`config.mk`:
```
export PLATFORM = sky130hd
export DESIGN_NAME = slot_pool_with_deferred_active_list
export DESIGN_NICKNAME = d
export VERILOG_FILES = /design/src/rtl/core/spdal_pkg.sv /design/src/rtl/core/slot_pool_with_deferred_active_list.sv /design/src/rtl/core/spdal_ctrl.sv /design/src/rtl/core/spdal_dpath.sv
export SDC_FILE = /design/constraint.sdc
export NUM_CORES = 1
export LEC_CHECK = 0
export ABC_AREA = 1
export BUFFER_PORTS_ARGS = -buffer_cell sky130_fd_sc_hd__buf_2
export CAP_MARGIN = 20
export CORE_ASPECT_RATIO = 1.25
export CORE_MARGIN = 2
export CORE_UTILIZATION = 60
export CTS_CLUSTER_DIAMETER = 50
export CTS_CLUSTER_SIZE = 28
export DETAILED_ROUTE_END_ITERATION = 6
export HOLD_SLACK_MARGIN = 0.03
export PLACE_DENSITY = 0.88
export SETUP_SLACK_MARGIN = 0.5
export SYNTH_ARGS = -nofsm -noshare
export SYNTH_HDL_FRONTEND = slang
export SYNTH_HIERARCHICAL = 1
export SYNTH_SLANG_ARGS = --single-unit
export TNS_END_PERCENT = 20
```
`constraint.sdc`:
```
create_clock -name clk -period 3.25 [get_ports clk]
set_clock_uncertainty 0.05 [all_clocks]
set_input_delay 0.1625 -clock clk [delete_from_list [all_inputs] [get_ports clk]]
set_output_delay 0.1625 -clock clk [all_outputs]
set_load 0.005 [all_outputs]
```
`src/rtl/core/spdal_pkg.sv`:
```
`timescale 1ns / 1ps

package spdal_pkg;

  // Pool size default, result limit and fixed field widths
  localparam int SLOT_COUNT_DEF = 8;
  localparam int MAX_RESULTS    = 8;
  localparam int OP_W           = 2;
  localparam int SLOT_W         = 3;
  localparam int COUNT_OUT_W    = 4;

  // Request opcodes
  localparam logic [OP_W-1:0] OP_CREATE  = 2'd0;
  localparam logic [OP_W-1:0] OP_DESTROY = 2'd1;
  localparam logic [OP_W-1:0] OP_REFRESH = 2'd2;

  // Controller states
  typedef enum logic [2:0] {
    ST_IDLE,
    ST_EXEC,
    ST_MERGE,
    ST_PREP,
    ST_EMIT
  } state_t;

  // Controller to datapath commands
  typedef struct packed {
    logic accept;
    logic single;
    logic merge_init;
    logic merge_step;
    logic merge_finish;
    logic emit_init;
    logic emit_push;
  } dp_cmd_t;

  // Datapath to controller status
  typedef struct packed {
    logic [OP_W-1:0] op;
    logic            dirty;
    logic            merge_done;
    logic            out_free;
    logic            emit_last;
  } dp_stat_t;

endpackage

```
`src/rtl/core/slot_pool_with_deferred_active_list.sv`:
```
`timescale 1ns / 1ps
// Slot pool with a deferred, double-buffered active list.
// Request channel (in_valid/in_ready, op, slot): op 0 creates a slot, op 1
// destroys slot, op 2 refreshes the active list and reads it out.
// Result channel (out_valid/out_ready, ok, slot_index, active_count, last):
// create and destroy give one result; refresh gives one result per list
// entry (at most 8), or one ok=0 result when the list is empty. last marks
// the final result of each request.
// Create and destroy: the request is decoded in EXEC and the result is
// loaded into the output register once that is free; the next request is
// taken back in IDLE. Refresh: decode in EXEC, then when the list is dirty
// a merge walk (one list buffer read per cycle), then PREP to prime the
// registered read of the list buffer, then one result per cycle while the
// receiver takes them.
// One request is in flight at a time; in_ready is high only when idle.
// The output register holds a result while the receiver stalls; the block
// waits before loading the next result until that one is taken.
// Reset clears all alive marks, both counts and the dirty flag; the list
// buffers need no clearing. Results resume the cycle after out_ready rises.
module slot_pool_with_deferred_active_list
  import spdal_pkg::*;
#(
  parameter int SLOT_COUNT = SLOT_COUNT_DEF
) (
  input  logic                   clk,
  input  logic                   rst,
  input  logic                   in_valid,
  output logic                   in_ready,
  input  logic [OP_W-1:0]        op,
  input  logic [SLOT_W-1:0]      slot,
  output logic                   out_valid,
  input  logic                   out_ready,
  output logic                   ok,
  output logic [SLOT_W-1:0]      slot_index,
  output logic [COUNT_OUT_W-1:0] active_count,
  output logic                   last
);

  dp_cmd_t  cmd;
  dp_stat_t stat;

  spdal_ctrl u_ctrl (
    .clk      (clk),
    .rst      (rst),
    .in_valid (in_valid),
    .in_ready (in_ready),
    .stat     (stat),
    .cmd      (cmd)
  );

  spdal_dpath #(
    .SLOT_COUNT (SLOT_COUNT)
  ) u_dpath (
    .clk          (clk),
    .rst          (rst),
    .cmd          (cmd),
    .stat         (stat),
    .op           (op),
    .slot         (slot),
    .out_valid    (out_valid),
    .out_ready    (out_ready),
    .ok           (ok),
    .slot_index   (slot_index),
    .active_count (active_count),
    .last         (last)
  );

  // A taken request keeps the block busy in the cycle after it is taken
  a_busy_after_accept: assert property (@(posedge clk) disable iff (rst)
    (in_valid && in_ready) |=> !in_ready)
    else $error("request taken while previous request in flight");

  // Failures and empty lists are single results
  a_fail_is_last: assert property (@(posedge clk) disable iff (rst)
    (out_valid && !ok) |-> last)
    else $error("failed result not marked last");

  // No request is taken in the middle of a list readout
  a_no_accept_mid_list: assert property (@(posedge clk) disable iff (rst)
    (cmd.emit_push && !stat.emit_last) |=> !in_ready)
    else $error("request taken during list readout");

endmodule

```
`src/rtl/core/spdal_ctrl.sv`:
```
`timescale 1ns / 1ps

module spdal_ctrl
  import spdal_pkg::*;
(
  input  logic     clk,
  input  logic     rst,
  input  logic     in_valid,
  output logic     in_ready,
  input  dp_stat_t stat,
  output dp_cmd_t  cmd
);

  state_t state;
  state_t state_next;

  // State register
  always_ff @(posedge clk) begin
    if (rst) begin
      state <= ST_IDLE;
    end else begin
      state <= state_next;
    end
  end

  // Next state and commands
  always_comb begin
    state_next = state;
    cmd        = '0;
    in_ready   = 1'b0;
    unique case (state)
      ST_IDLE: begin
        in_ready = 1'b1;
        if (in_valid) begin
          cmd.accept = 1'b1;
          state_next = ST_EXEC;
        end
      end
      ST_EXEC: begin
        if (stat.op == OP_REFRESH) begin
          if (stat.dirty) begin
            cmd.merge_init = 1'b1;
            state_next     = ST_MERGE;
          end else begin
            state_next = ST_PREP;
          end
        end else if (stat.out_free) begin
          cmd.single = 1'b1;
          state_next = ST_IDLE;
        end
      end
      ST_MERGE: begin
        if (stat.merge_done) begin
          cmd.merge_finish = 1'b1;
          state_next       = ST_PREP;
        end else begin
          cmd.merge_step = 1'b1;
        end
      end
      ST_PREP: begin
        cmd.emit_init = 1'b1;
        state_next    = ST_EMIT;
      end
      ST_EMIT: begin
        if (stat.out_free) begin
          cmd.emit_push = 1'b1;
          if (stat.emit_last) begin
            state_next = ST_IDLE;
          end
        end
      end
      default: begin
        state_next = ST_IDLE;
      end
    endcase
  end

endmodule

```
`src/rtl/core/spdal_dpath.sv`:
```
`timescale 1ns / 1ps

module spdal_dpath
  import spdal_pkg::*;
#(
  parameter int SLOT_COUNT = SLOT_COUNT_DEF
) (
  input  logic                   clk,
  input  logic                   rst,
  input  dp_cmd_t                cmd,
  output dp_stat_t               stat,
  input  logic [OP_W-1:0]        op,
  input  logic [SLOT_W-1:0]      slot,
  output logic                   out_valid,
  input  logic                   out_ready,
  output logic                   ok,
  output logic [SLOT_W-1:0]      slot_index,
  output logic [COUNT_OUT_W-1:0] active_count,
  output logic                   last
);

  localparam int SW = (SLOT_COUNT > 1) ? $clog2(SLOT_COUNT) : 1;
  localparam int CW = $clog2(SLOT_COUNT + 1);
  localparam int XW = SW + SLOT_W;
  localparam logic [CW-1:0] FULL = CW'(SLOT_COUNT);

  // Latched request
  logic [OP_W-1:0]   op_q;
  logic [SLOT_W-1:0] slot_q;

  // Pool state
  logic [SLOT_COUNT-1:0] alive;
  logic [SW-1:0]         buf_a [SLOT_COUNT];
  logic [SW-1:0]         buf_b [SLOT_COUNT];
  logic                  cur_b;
  logic [CW-1:0]         active_total;
  logic [CW-1:0]         pending_total;
  logic                  dirty;

  // Lowest free slot, registered
  logic          free_any_c;
  logic [SW-1:0] free_slot_c;
  logic          free_any;
  logic [SW-1:0] free_slot;

  // Walk state
  logic [CW-1:0] rd_idx;
  logic          pipe_vld;
  logic [CW-1:0] emit_idx;
  logic [CW-1:0] emit_n;
  logic          emit_last;

  // Buffer ports
  logic [SW-1:0] rd_addr;
  logic [SW-1:0] rdata_a;
  logic [SW-1:0] rdata_b;
  logic [SW-1:0] cur_rdata;
  logic          wr_en;
  logic [SW-1:0] wr_addr;
  logic [SW-1:0] wr_data;

  // Operation decode
  logic          create_ok;
  logic [XW-1:0] slot_ext;
  logic          slot_in_range;
  logic          entry_keep;
  logic          append;

  // Result assembly
  logic              load;
  logic              res_ok;
  logic [SLOT_W-1:0] res_idx;
  logic              res_last;
  logic [SW-1:0]     idx_sw;
  logic [XW-1:0]     idx_ext;
  logic [CW+COUNT_OUT_W-1:0] cnt_ext;

  // Find lowest free slot
  always_comb begin
    free_any_c  = 1'b0;
    free_slot_c = '0;
    for (int i = SLOT_COUNT - 1; i >= 0; i--) begin
      if (!alive[i]) begin
        free_any_c  = 1'b1;
        free_slot_c = SW'(i);
      end
    end
  end

  always_ff @(posedge clk) begin
    free_any  <= free_any_c;
    free_slot <= free_slot_c;
  end

  // Decode
  assign create_ok     = (active_total < FULL) && (pending_total < FULL) && free_any;
  assign slot_ext      = {{SW{1'b0}}, slot_q};
  assign slot_in_range = slot_ext < XW'(SLOT_COUNT);
  assign cur_rdata     = cur_b ? rdata_b : rdata_a;
  assign entry_keep    = (CW'(cur_rdata) < FULL) ? alive[cur_rdata] : 1'b0;
  assign append        = cmd.merge_step && pipe_vld && entry_keep && (pending_total < FULL);

  // Emit bounds
  always_comb begin
    if (int'(active_total) > MAX_RESULTS) begin
      emit_n = CW'(MAX_RESULTS);
    end else begin
      emit_n = active_total;
    end
  end
  assign emit_last = (emit_n == '0) || (emit_idx == emit_n - CW'(1));

  // Buffer read address
  always_comb begin
    if (cmd.merge_step) begin
      rd_addr = SW'(rd_idx);
    end else if (cmd.emit_init) begin
      rd_addr = '0;
    end else if (cmd.emit_push) begin
      rd_addr = SW'(emit_idx + CW'(1));
    end else begin
      rd_addr = SW'(emit_idx);
    end
  end

  // Buffer write: new slot on create, kept entry on merge
  always_comb begin
    wr_en   = 1'b0;
    wr_addr = SW'(pending_total);
    wr_data = free_slot;
    if (cmd.single && (op_q == OP_CREATE) && create_ok) begin
      wr_en = 1'b1;
    end else if (append) begin
      wr_en   = 1'b1;
      wr_data = cur_rdata;
    end
  end

  // List buffers, pending one is written
  always_ff @(posedge clk) begin
    rdata_a <= buf_a[rd_addr];
    rdata_b <= buf_b[rd_addr];
    if (wr_en && cur_b) begin
      buf_a[wr_addr] <= wr_data;
    end
    if (wr_en && !cur_b) begin
      buf_b[wr_addr] <= wr_data;
    end
  end

  // Request latch
  always_ff @(posedge clk) begin
    if (cmd.accept) begin
      op_q   <= op;
      slot_q <= slot;
    end
  end

  // Pool control state
  always_ff @(posedge clk) begin
    if (rst) begin
      alive         <= '0;
      cur_b         <= 1'b0;
      active_total  <= '0;
      pending_total <= '0;
      dirty         <= 1'b0;
      rd_idx        <= '0;
      pipe_vld      <= 1'b0;
      emit_idx      <= '0;
    end else begin
      if (cmd.single && (op_q == OP_CREATE) && create_ok) begin
        alive[free_slot] <= 1'b1;
        pending_total    <= pending_total + CW'(1);
        dirty            <= 1'b1;
      end
      if (cmd.single && (op_q == OP_DESTROY) && slot_in_range) begin
        alive[slot_ext[SW-1:0]] <= 1'b0;
        dirty                   <= 1'b1;
      end
      if (cmd.merge_init) begin
        rd_idx   <= '0;
        pipe_vld <= 1'b0;
      end
      // one read issued and one entry checked per cycle
      if (cmd.merge_step) begin
        if (rd_idx != active_total) begin
          rd_idx   <= rd_idx + CW'(1);
          pipe_vld <= 1'b1;
        end else begin
          pipe_vld <= 1'b0;
        end
      end
      if (append) begin
        pending_total <= pending_total + CW'(1);
      end
      if (cmd.merge_finish) begin
        active_total  <= pending_total;
        pending_total <= '0;
        dirty         <= 1'b0;
        cur_b         <= ~cur_b;
      end
      if (cmd.emit_init) begin
        emit_idx <= '0;
      end
      if (cmd.emit_push) begin
        emit_idx <= emit_idx + CW'(1);
      end
    end
  end

  // Result fields
  always_comb begin
    res_ok   = 1'b0;
    idx_sw   = '0;
    res_last = 1'b1;
    if (cmd.emit_push) begin
      res_ok   = emit_n != '0;
      idx_sw   = (emit_n != '0) ? cur_rdata : '0;
      res_last = emit_last;
    end else begin
      case (op_q)
        OP_CREATE: begin
          res_ok = create_ok;
          idx_sw = create_ok ? free_slot : '0;
        end
        OP_DESTROY: begin
          res_ok = slot_in_range;
        end
        default: begin
          res_ok = 1'b0;
        end
      endcase
    end
  end

  assign idx_ext = {{SLOT_W{1'b0}}, idx_sw};
  assign res_idx = (!cmd.emit_push && (op_q == OP_DESTROY)) ? slot_q : idx_ext[SLOT_W-1:0];
  assign cnt_ext = {{COUNT_OUT_W{1'b0}}, active_total};

  // Output register
  assign load = cmd.single || cmd.emit_push;

  always_ff @(posedge clk) begin
    if (rst) begin
      out_valid <= 1'b0;
    end else if (load) begin
      out_valid <= 1'b1;
    end else if (out_ready) begin
      out_valid <= 1'b0;
    end
  end

  always_ff @(posedge clk) begin
    if (load) begin
      ok           <= res_ok;
      slot_index   <= res_idx;
      active_count <= cnt_ext[COUNT_OUT_W-1:0];
      last         <= res_last;
    end
  end

  // Status
  assign stat.op         = op_q;
  assign stat.dirty      = dirty;
  assign stat.merge_done = (rd_idx == active_total) && !pipe_vld;
  assign stat.out_free   = !out_valid || out_ready;
  assign stat.emit_last  = emit_last;

endmodule
```
## Word-level counts from Yosys, hierarchy flattened

Memory sizes are Yosys's and may differ from the RTL's. A register that Yosys moved wholly into a read port is not among the register bits.
Index checks and enable logic that the tools add are counted.

- Bits in registers: 49
- Bits in latches: 0
- Memory bits (writable): 48
- Memory bits (read-only): 0
- Output and inout bits: 11
- Word-level logic and storage cells: 161
- Memories kept: 2

- Add/subtract/negate cells: 4
- Multipliers: 0
- Divide/modulo/power cells: 0
- Magnitude comparators: 9
- Equal/unequal tests: 14
- Shift operators: 0
- Multiplexer cells: 72
- Bitwise gates (word level): 4
- Reduce and logical (&&, ||, !) cells: 36

Memory list:

| name | depth | bits a word | read ports | clocked after Yosys merged registers in | wr ports | RTL line | source |
|---|---|---|---|---|---|---|---|
| u_dpath.buf_a | 8 | 3 | 1 | 1 | 1 | spdal_dpath.sv:33 | `logic [SW-1:0] buf_a [SLOT_COUNT];` |
| u_dpath.buf_b | 8 | 3 | 1 | 1 | 1 | spdal_dpath.sv:34 | `logic [SW-1:0] buf_b [SLOT_COUNT];` |

Operators by type and width:

| cell | count |
|---|---|
| $mux W3 | 21 |
| $mux W4 | 8 |
| $mux W1 | 31 |
| $mux W8 | 3 |
| $lt A3 B4 Y1 const B | 4 |
| $logic_and A1 B1 Y1 | 15 |
| $pmux W3 S5 | 1 |
| $add A4 B1 Y4 const B | 3 |
| $reduce_bool A2 Y1 | 5 |
| $and A8 B8 Y8 | 1 |
| $eq A4 B4 Y1 | 2 |
| $lt A4 B4 Y1 const B | 2 |
| $mux W2 | 4 |
| $not A8 Y8 | 1 |
| $or A8 B8 Y8 | 1 |
| $reduce_and A7 Y1 | 1 |
| $demux W1 S3 | 2 |
| $eq A3 B2 Y1 const B | 2 |
| $ge A3 B1 Y1 const B | 2 |
| $ne A2 B2 Y1 const B | 3 |
| $reduce_and A5 Y1 | 1 |
| $gt A4 B4 Y1 const B | 1 |
| $logic_not A1 Y1 | 4 |
| $logic_not A4 Y1 | 1 |
| other kinds (18) | 20 |

## Longest topological paths before layout

Gate-level depths: netlist of run 1.

- Depth in word-level cells: 12
- Depth in mapped cells: 17
- Depth with buffers taken out: 15

## Modules after synthesis

Netlist of run 1, hierarchy kept.

Modules (own cells, without submodules):

| module | times used | cells each | area an instance (sq um) | sequential area each (sq um) |
|---|---|---|---|---|
| spdal_dpath | 1 | 483 | 4550.6 | 2622.5 |
| spdal_ctrl | 1 | 50 | 282.8 | 60.1 |

## Worst setup path before layout of run 1

Ideal clock, no wire load.

- Kind: register -> register
- Start: register u_dpath.rd_idx[1]
- End: memory u_dpath/buf_a[0][0] (netlist bit), data pin
- Library setup time: 330 ps
- Arrival time: 2180 ps
- Path slack: 689 ps
- Cell stages (with the launch flop): 13
- Period minus slack after synthesis: 2561 ps
- Cells stage by stage: dfxtp_1 -> xor2_1 -> nor2_1 -> nand2_1 -> nor2_1 -> inv_1 -> nand3_2 -> inv_1 -> buf_4 -> nand3_1 -> inv_1 -> nand4_1 -> o21ai_0

RTL lines:

| element | RTL line | source |
|---|---|---|
| start, declared | spdal_dpath.sv:47 | `logic [CW-1:0] rd_idx;` |
| start signal, assigned | spdal_dpath.sv:187 | `rd_idx <= rd_idx + CW'(1);` |
| end, declared | spdal_dpath.sv:33 |  |

==> results of run 1 <==
-- tightest hold or removal path, stage by stage --
cell,delay [ns]
buf_2,0.07
inv_1,0.03
nand2_1,0.07
a31oi_1,0.07
-- path summary, 6_finish.rpt --
kind / startpoint / to / cells after the start
setup / recovery: u_dpath/rd_idx[1]$_SDFF_PP0_ / u_dpath/rdata_a[1]$_DFF_P_ / 15
hold / removal: out_ready / u_dpath/out_valid$_SDFFE_PP0P_ / 4
setup reg to reg: u_dpath/rd_idx[1]$_SDFF_PP0_ / u_dpath/rdata_a[1]$_DFF_P_ / 15
hold reg to reg: u_dpath/alive[0]$_SDFF_PP0_ / u_dpath/free_slot[0]$_SDFF_PN0_ / 2
-- layout make-up --
class                   count  area (µm²)  area share (%)
clock buffers              10       127.6           2.419
clock inverters             6       36.28          0.6877
inverters                  85       331.6           6.284
multi-input cells         330        1755           33.27
flip-flops and latches    103        2683           50.84
well taps                  95       118.9           2.253
repair buffers             33       216.5           4.102
repair inverters            1       7.507          0.1423
-- per-layer routing --
layer  routed length, µm  share of wire [%]
met3                 677                6.7
met4                 330                3.3
met5                   0                  0
met1                3899                 38
met2                5245                 52
-- synth_stat cells, types with 5 or more instances --
cell and n:
nand2_1 98, inv_1 81, o211ai_1 18, nand3_1 33, a21oi_1 31, nor2_1 50
edfxtp_1 62, o21ai_0 29, xor2_1 9, nand4_1 6, buf_4 6, dfxtp_1 41
ha_1 5, nor3_1 10
-- cells in the final DEF (no fill, tap or decap), types with 5 or more instances in the layout --
cell and n:
nor2_1 50, dlygate4sd3_1 5, xor2_1 9, buf_2 19
dfxtp_1 41, a21oi_1 31, nand3_1 33, clkbuf_8 9
nand4_1 6, ha_1 5, inv_1 79, nand2_1 97
buf_4 8, nor3_1 10, o21ai_0 29, o211ai_1 18
edfxtp_1 62
-- repair_timing --
action / CTS / global route
pin swaps: 1 / 0
setup endpoints to repair: 6 / 9
endpoints found under the hold margin: 5 / 0
hold buffers: 5 / 0
gates cloned: 1 / 1
resized for setup: 1 / 5
setup buffers: 2 / 0
-- power groups by stage --
stage	clock network (W)	logic, W	registers (W)
global placement	0	0.000463	0.00154
detailed placement	0	0.000484	0.00154
floorplan	0	0.000376	0.00153
finish	0.000684	0.000526	0.00151
global route	0.000758	0.000591	0.00152
CTS	0.000700	0.000512	0.00151
-- sequential cells by signal, summed over array words and instances, names as in the netlist, 3 cells and up --
signal	cells
u_dpath/active_count	4
u_dpath/free_slot	3
u_dpath/rd_idx	4
u_dpath/alive	8
u_dpath/active_total	4
u_dpath/slot_q	3
u_dpath/pending_total	4
u_dpath/buf_a	24
u_dpath/slot_index	3
u_dpath/buf_b	24
u_ctrl/state	3
u_dpath/rdata_a	3
u_dpath/rdata_b	3
u_dpath/emit_idx	4
-- stage by stage --
step	cell area, µm²	setup WS [ns]	hold slack (ns)	util (%)	std cells
after floorplan	4833	0.6894	0.1816	-	533
after global placement	5005	0.5856	0.2899	64.23	638
after detailed placement	5005	0.4324	0.2914	64.23	638
after CTS	5250	0.6038	0.06009	67.37	662
after global routing	5276	0.4358	0.07650	67.71	663
final	5276	0.6307	0.05917	67.71	663
-- cells by family after synthesis --
logic type	Yosys count	synth area share, %
adder cells (fa/ha/maj)	5	1.294
flip-flops	103	55.50
AND/OR/NAND/NOR	217	20.43
XOR/XNOR	12	2.175
buffers and inverters	101	8.672
AO/OA/AOI/OAI	95	11.93
==> flow_metrics.env, run 1 <==
export IMPL_synth_top_cell_by_area="edfxtp_1"
export IMPL_slowest_delay_ns=0.46
export IMPL_leakage_nw=2.107
export IMPL_gp_congestion=0.9062
export IMPL_crit_chain="xor2_1 > nor2_1 > nand2_1 > nor2_1 > inv_1 > nand3_2 > clkinvlp_4 > o31ai_4 > buf_4 > nand2_1 > o21ai_0 > nand2_1 > nand2_1 > inv_1 > o21ai_0"
export IMPL_num_antenna_cells=0
export IMPL_numCtsBuffers=9
export IMPL_fin_nets=577
export IMPL_cts_sinks=103
export IMPL_drt_pass1_iterations=6
export IMPL_grt_use_met2_pct=40.14
export IMPL_cts_tree="done"
export IMPL_cp_max_fo=11
export IMPL_crit_family="compound AO/OA/AOI/OAI gates"
export IMPL_fp_dieW_um=84.28
export IMPL_cp_arrival_ns=2.84
export IMPL_grt_util_met3_pct=4.444
export IMPL_ys_warn_count=6
export IMPL_p_clk_share_pct=25.1
export IMPL_p_seq_share_pct=55.6
export IMPL_via_per_inst=5.697
export IMPL_cp_end_kind="flip-flop"
export IMPL_slew_violations=0
export IMPL_die_height_um=104.3
export IMPL_clk_latency_ns=0.36
export IMPL_final_layout_size_suffix_gt1_share_pct=11.97
export IMPL_grt_pass1_wl_mm=16.50
export IMPL_synth_ff_type="edfxtp_1"
export IMPL_ios=20
export IMPL_vias=3777
export IMPL_synth_area_leaders="edfxtp_1 39%, dfxtp_1 17%, nand2_1 7.6%, inv_1 6.3%, nor2_1 3.9%"
export IMPL_grt_max_degree=25
export IMPL_hold_path_class="in2reg"
export IMPL_die_area_mm2=0.008794
export IMPL_grt_util_met1_pct=28.74
export IMPL_synth_edf_count=62
export IMPL_p_int_w=0.001918
export IMPL_drc=0
export IMPL_fmax_ghz=0.3818
export IMPL_hold_viol=0
export IMPL_grt_pass1_vias=3711
export IMPL_rsz0062_at_grt="yes"
export IMPL_groute_usage_overall_pct=23.80
export IMPL_syn_to_final_growth_pct=9.164
export IMPL_synth_seq_cells=103
export IMPL_ys_async_sr_fraction_pct=0
export IMPL_finalCriticalPeriod_ns=2.619
export IMPL_row_count=36
export IMPL_core_area_mm2=0.007792
export IMPL_cts_root_buf="clkbuf_8"
export IMPL_hpwl_mm=6.964
export IMPL_synth_distinct_cells=39
export IMPL_cp_start_kind="flip-flop"
export IMPL_p_per_area_mw_per_mm2=515.9
export IMPL_vdd_ir_drop_max_v=0.0003870
export IMPL_syn_avg_cell_area_um2=9.068
export IMPL_power_switching_w=0.0008036
export IMPL_cp_num_buf_inv=4
export IMPL_critPathRequiredTime_ns=3.47
export IMPL_swShare_pct=29.53
export IMPL_syn_inst=533
export IMPL_rrSetupSlack_ns=0.63
export IMPL_clk_path_buf_depth=2
export IMPL_cts_max_level=3
export IMPL_initial_core_util_pct=62.03
export IMPL_antenna_found_initial=0
export IMPL_antenna_left=0
export IMPL_relSlewSlack_pct=56.03
export IMPL_critPathKind="reg2reg"
export IMPL_setup_viol=0
export IMPL_port_buffers=19
export IMPL_syn_area_mm2=0.004833
export IMPL_slowest_stage="dfxtp_1"
export IMPL_tightest_slew_ns=0.6545
export IMPL_outcome="finished, final reports clean"
export IMPL_setup_tns_ns=0
export IMPL_total_power_w=0.002722
export IMPL_fin_crit_sh_pct=80.60
export IMPL_post_drt_wl_per_cell_um=15.31
export IMPL_finalWirelength_mm=10.15
export IMPL_drt_iter0_markers=357
export IMPL_combPwrFrac_pct=19.3
export IMPL_fill_cells=590
export IMPL_syn_nets=547
export IMPL_timing_critical_path_mode_cell="nand2_1"
export IMPL_gr_max_usage_layer="met2"
export IMPL_maxCapViolCount=0
export IMPL_clk_pin_slew_ns=0.09
export IMPL_grt_remaining_overflow=0
export IMPL_synth_yosys_seq_area_share_pct=55.50
export IMPL_synth_top_cell_area_share_pct=38.52
Power figures use the tool's default switching activity.
==> inputs of run 2 (changes only) <==
- clock period: 3.25 -> 2.75 ns (I/O delays scaled with it)
==> flow_metrics.env, run 2 (same netlist as run 1, synthesis figures left out) <==
export IMPL_critPathKind="reg2reg"
export IMPL_drt_pass1_iterations=5
export IMPL_post_drt_wl_per_cell_um=17.58
export IMPL_grt_pass1_wl_mm=18.24
export IMPL_die_area_mm2=0.008794
export IMPL_total_power_w=0.003647
export IMPL_fill_cells=490
export IMPL_multiInputGateArea_mm2=0.001966
export IMPL_final_layout_size_suffix_gt1_share_pct=22.74
export IMPL_cts_max_level=3
export IMPL_cp_end_kind="flip-flop"
export IMPL_maxCapViolCount=0
export IMPL_row_count=36
export IMPL_ios=20
export IMPL_whs_path_depth=2
export IMPL_initial_core_util_pct=62.03
export IMPL_outcome="finished, final reports clean"
export IMPL_cts_tree="done"
export IMPL_groute_usage_overall_pct=26.55
export IMPL_core_area_mm2=0.007792
export IMPL_critPathRequiredTime_ns=2.78
export IMPL_gp_congestion=0.8568
export IMPL_relSlewSlack_pct=55.95
export IMPL_fmax_ghz=0.4005
export IMPL_hold_path_class="in2reg"
export IMPL_finalCriticalPeriod_ns=2.497
export IMPL_fp_dieW_um=84.28
export IMPL_hpwl_mm=7.344
export IMPL_dp_slack_ns=-0.06184
export IMPL_fin_nets=607
export IMPL_worst_slack_ns=0.2529
export IMPL_clk_path_buf_depth=2
export IMPL_grt_use_met2_pct=47.56
export IMPL_die_height_um=104.3
export IMPL_finalWirelength_mm=12.18
export IMPL_grt_remaining_overflow=0
export IMPL_grt_max_degree=19
export IMPL_fin_crit_sh_pct=90.80
export IMPL_final_cell_mix="93 x nand2_1, 76 x inv_1, 62 x edfxtp_1"
export IMPL_gr_max_usage_layer="met2"
export IMPL_cp_start_kind="flip-flop"
export IMPL_slew_violations=0
export IMPL_drc=0
export IMPL_regArea_mm2=0.002689
export IMPL_mostFrequentLayoutCell="nand2_1"
export IMPL_r2r_end="u_dpath/buf_b[2][2]$_DFFE_PP_"
export IMPL_cp_arrival_ns=2.53
export IMPL_cts_sinks=103
export IMPL_via_per_inst=5.854
export IMPL_reg_top3="u_dpath/buf_a (24), u_dpath/buf_b (24), u_dpath/alive (8)"
export IMPL_holdPathEnd="u_dpath/emit_idx[1]$_SDFFE_PP0P_"
export IMPL_antenna_left=0
export IMPL_port_buffers=19
export IMPL_numCtsBuffers=9
export IMPL_setup_viol=0
export IMPL_grt_util_met3_pct=5.397
export IMPL_cp_max_fo=16
export IMPL_rrSetupSlack_ns=0.25
export IMPL_leakage_nw=2.314
export IMPL_antenna_found_initial=0
export IMPL_clk_latency_ns=0.37
export IMPL_reg2reg_from="u_dpath/rd_idx[2]$_SDFF_PP0_"
export IMPL_p_per_area_mw_per_mm2=629.9
export IMPL_whs_ns=0.08386
export IMPL_cts_root_buf="clkbuf_8"
export IMPL_rsz0062_at_grt="yes"
export IMPL_num_antenna_cells=0
export IMPL_hold_start="rst"
export IMPL_hold_viol=0
export IMPL_tightest_slew_ns=0.6557
export IMPL_r2r_cells=14
export IMPL_drt_iter0_markers=364
export IMPL_clk_pin_slew_ns=0.10
export IMPL_grt_util_met1_pct=28.95
export IMPL_vdd_ir_drop_max_v=0.0004566
export IMPL_grt_pass1_vias=3939
export IMPL_vias=4057
export IMPL_syn_to_final_growth_pct=19.80
[run 2: changes by cell type in the layout (fill, tap and decap cells not counted), sizes merged]
cell         previous run  this run
dlygate4sd3             5         6
bufinv                  0         2
o31ai                   4         5
clkinvlp                4         2
buf                    28        57
clkbuf                 10         9
clkinv                  4         2
inv                    84        86
[run 2: how the worst max path moves through the flow]
stage	cells past startpoint	startpoint	to	slack [ns]
floorplan	12	u_dpath/rd_idx[1]$_SDFF_PP0_	u_dpath/buf_a[0][0]$_DFFE_PP_	0.45
global placement	11	u_dpath/active_total[0]$_SDFFE_PP0P_	u_dpath/buf_b[2][1]$_DFFE_PP_	-0.007
detailed placement	11	u_dpath/active_total[0]$_SDFFE_PP0P_	u_dpath/buf_b[2][0]$_DFFE_PP_	-0.06
CTS	14	u_dpath/rd_idx[0]$_SDFF_PP0_	u_dpath/buf_b[0][1]$_DFFE_PP_	0.47
global route	16	u_dpath/rd_idx[2]$_SDFF_PP0_	u_dpath/rdata_b[1]$_DFF_P_	0.15
finish	14	u_dpath/rd_idx[2]$_SDFF_PP0_	u_dpath/buf_b[2][2]$_DFFE_PP_	0.25
[run 2: final cells by class]
class                   instances  area share (%)
flip-flops and latches        103           46.43
multi-input cells             331           33.95
repair buffers                 63           7.908
inverters                      85           5.726
clock buffers                   9           2.139
well taps                      95           2.053
clock inverters                 7           1.793
[run 2: power breakdown]
part           internal, W  switching [W]  total, W
Clock             0.000523       0.000540   0.00106
Sequential         0.00172      0.0000548   0.00178
Combinational     0.000310       0.000495  0.000805
[run 2: routing by layer]
layer	share of wire, %	wire length, µm	up-vias
met5	0	0	-
met4	4.0	493	0
met3	5.5	669	47
met2	53	6406	184
met1	38	4615	1915
li1	-	-	1911
[run 2: stage by stage]
stage | TNS (ns) | instance area, µm² | instances | utilization (%)
floorplan | 0 | 4833 | 533 | -
detailed placement | -1.779 | 5125 | 654 | 65.77
finish | 0 | 5791 | 693 | 74.31
global placement | -0.1037 | 5125 | 654 | 65.77
CTS | 0 | 5614 | 685 | 72.05
global route | 0 | 5791 | 693 | 74.31
[run 2: what timing repair did]
| action | 4_1_cts | 5_1_grt |
|---|---|---|
| endpoints found under the hold margin | 6 | 0 |
| resized for setup | 36 | 42 |
| endpoints found under the setup margin | 102 | 104 |
| hold buffers | 6 | 0 |
| buffers inserted | 5 | 6 |
| cloned | 4 | 2 |
| pin swaps | 3 | 16 |
[run 2: worst max-delay path: stages, from the launching register on]
cell	delay (ns)
dfxtp_1	0.39
xor2_1	0.26
nor2_1	0.08
nand2_1	0.10
nor2_1	0.06
inv_1	0.08
nand3_2	0.11
clkinv_4	0.12
nand3_1	0.11
inv_2	0.07
nand4_1	0.11
buf_4	0.20
buf_4	0.14
nand2_1	0.13
o21ai_4	0.17
==> inputs of run 3 (changes only) <==
- PLACE_DENSITY: 0.88 -> 0.81
==> flow_metrics.env, run 3 (same netlist as run 1, synthesis figures left out) <==
export IMPL_drt_pass1_iterations=7
export IMPL_fin_area_mm2=0.005949
export IMPL_vdd_ir_drop_max_v=0.0005677
export IMPL_leakage_nw=2.376
export IMPL_critPathRequiredTime_ns=3.00
export IMPL_cp_start_kind="flip-flop"
export IMPL_grt_use_met2_pct=50.62
export IMPL_cp_num_buf_inv=5
export IMPL_grt_pass1_vias=4144
export IMPL_die_height_um=104.3
export IMPL_clk_path_buf_depth=2
export IMPL_die_area_mm2=0.008794
export IMPL_cts_max_level=3
export IMPL_syn_to_final_growth_pct=23.09
export IMPL_clk_latency_ns=0.37
export IMPL_grt_remaining_overflow=0
export IMPL_critPathKind="reg2reg"
export IMPL_grt_util_met3_pct=4.524
export IMPL_fp_dieW_um=84.28
export IMPL_numCtsBuffers=9
export IMPL_row_count=36
export IMPL_initial_core_util_pct=62.03
export IMPL_crit_chain="xor2_1 > nor2_1 > nand2_1 > nor2_1 > inv_1 > nand3_2 > clkinvlp_4 > buf_8 > nand2_8 > o31ai_4 > buf_6 > o21ai_1 > nand2_1 > nand2_1 > inv_1 > o21ai_2"
export IMPL_reg_top3="u_dpath/buf_a (24), u_dpath/buf_b (24), u_dpath/alive (8)"
export IMPL_timing_critical_path_mode_cell="nand2_1"
export IMPL_core_area_mm2=0.007792
export IMPL_slowest_delay_ns=0.33
export IMPL_cts_root_buf="clkbuf_8"
export IMPL_ios=20
export IMPL_slowest_stage="dfxtp_2"
export IMPL_mostFrequentLayoutCell="nand2_1"
export IMPL_post_dp_cell_area_mm2=0.005147
export IMPL_relSlewSlack_pct=54.96
export IMPL_groute_usage_overall_pct=28.40
export IMPL_drc=0
export IMPL_cts_sinks=103
export IMPL_multiInputGateArea_mm2=0.002043
export IMPL_grt_util_met1_pct=32.28
export IMPL_crit_family="simple AND/OR/NAND/NOR gates"
export IMPL_tightest_slew_ns=0.6731
export IMPL_hold_path_class="in2reg"
export IMPL_placedCellCount=657
export IMPL_fill_cells=491
export IMPL_hpwl_mm=7.659
export IMPL_final_layout_size_suffix_gt1_share_pct=23.44
export IMPL_num_antenna_cells=0
export IMPL_finalCriticalPeriod_ns=2.403
export IMPL_setup_viol=0
export IMPL_final_cells=705
export IMPL_fin_crit_sh_pct=87.39
export IMPL_finalWirelength_mm=12.58
export IMPL_cts_tree="done"
export IMPL_clk_pin_slew_ns=0.09
export IMPL_fmax_ghz=0.4161
export IMPL_antenna_left=0
export IMPL_drt_iter0_markers=353
export IMPL_cp_arrival_ns=2.65
export IMPL_maxCapViolCount=0
export IMPL_gp_congestion=0.8972
export IMPL_gr_max_usage_layer="met2"
export IMPL_cp_max_fo=7
export IMPL_antenna_found_initial=0
export IMPL_rsz0062_at_grt="yes"
export IMPL_via_per_inst=5.860
export IMPL_final_cell_mix="95 x nand2_1, 77 x inv_1, 62 x edfxtp_1"
export IMPL_regArea_mm2=0.002693
export IMPL_vias=4131
export IMPL_slew_violations=0
export IMPL_grt_max_degree=17
export IMPL_post_route_util_pct=76.35
export IMPL_outcome="finished, final reports clean"
export IMPL_cp_end_kind="flip-flop"
export IMPL_p_per_area_mw_per_mm2=606.5
export IMPL_port_buffers=19
export IMPL_hold_viol=0
export IMPL_fin_nets=619
export IMPL_post_drt_wl_per_cell_um=17.85
export IMPL_grt_pass1_wl_mm=19.42
## run 3: final cells by class
type | count | area share (%)
tap | 95 | 1.998
inverter | 85 | 5.573
sequential | 103 | 45.26
clock buffer | 11 | 2.208
multi-input combinational | 335 | 34.34
clock inverter | 5 | 1.220
timing repair buffer | 71 | 9.401
## run 3: metal layers
layer,vias up,share of wire (%)
li1,1944,-
met1,1972,38
met2,164,53
met3,51,4.7
met4,0,5.1
met5,-,0
## run 3: worst paths after layout
check / cells after the start / slack, ns / end / from
worst min register to register: 2 / 0.44 / u_dpath/free_slot[0]$_SDFF_PN0_ / u_dpath/alive[0]$_SDFF_PP0_
worst min-delay path: 2 / 0.08 / u_dpath/cur_b$_SDFFE_PP0P_ / rst
worst max register to register: 16 / 0.35 / u_dpath/rdata_a[0]$_DFF_P_ / u_dpath/rd_idx[1]$_SDFF_PP0_
worst max-delay path: 16 / 0.35 / u_dpath/rdata_a[0]$_DFF_P_ / u_dpath/rd_idx[1]$_SDFF_PP0_
## run 3: repair_timing
item,CTS,global route
setup buffers,8,12
pin swaps,10,23
cloned,6,0
hold buffers,6,0
endpoints found under the hold margin,6,0
setup endpoints to repair,102,104
resized for setup,40,41
## run 3: power breakdown
part / internal (W) / switching [W] / leakage (nW)
sequential: 0.00172 / 0.0000554 / 0.896
clock: 0.000507 / 0.000496 / 0.102
combinational: 0.000329 / 0.000496 / 1.38
total: 0.00256 / 0.00105 / 2.38
## run 3: stage by stage
step	worst slack, ns	total power, W	TNS, ns	hold slack [ns]
4_1_cts	0.4210	0.003507	0	0.06799
3_3_place_gp	-0.02559	0.002419	-0.6255	0.2639
5_1_grt	0.2332	0.003752	0	0.1141
2_1_floorplan	0.4450	0.002250	0	0.1566
3_5_place_dp	-0.1748	0.002440	-4.906	0.2666
6_report	0.3466	0.003608	0	0.08433
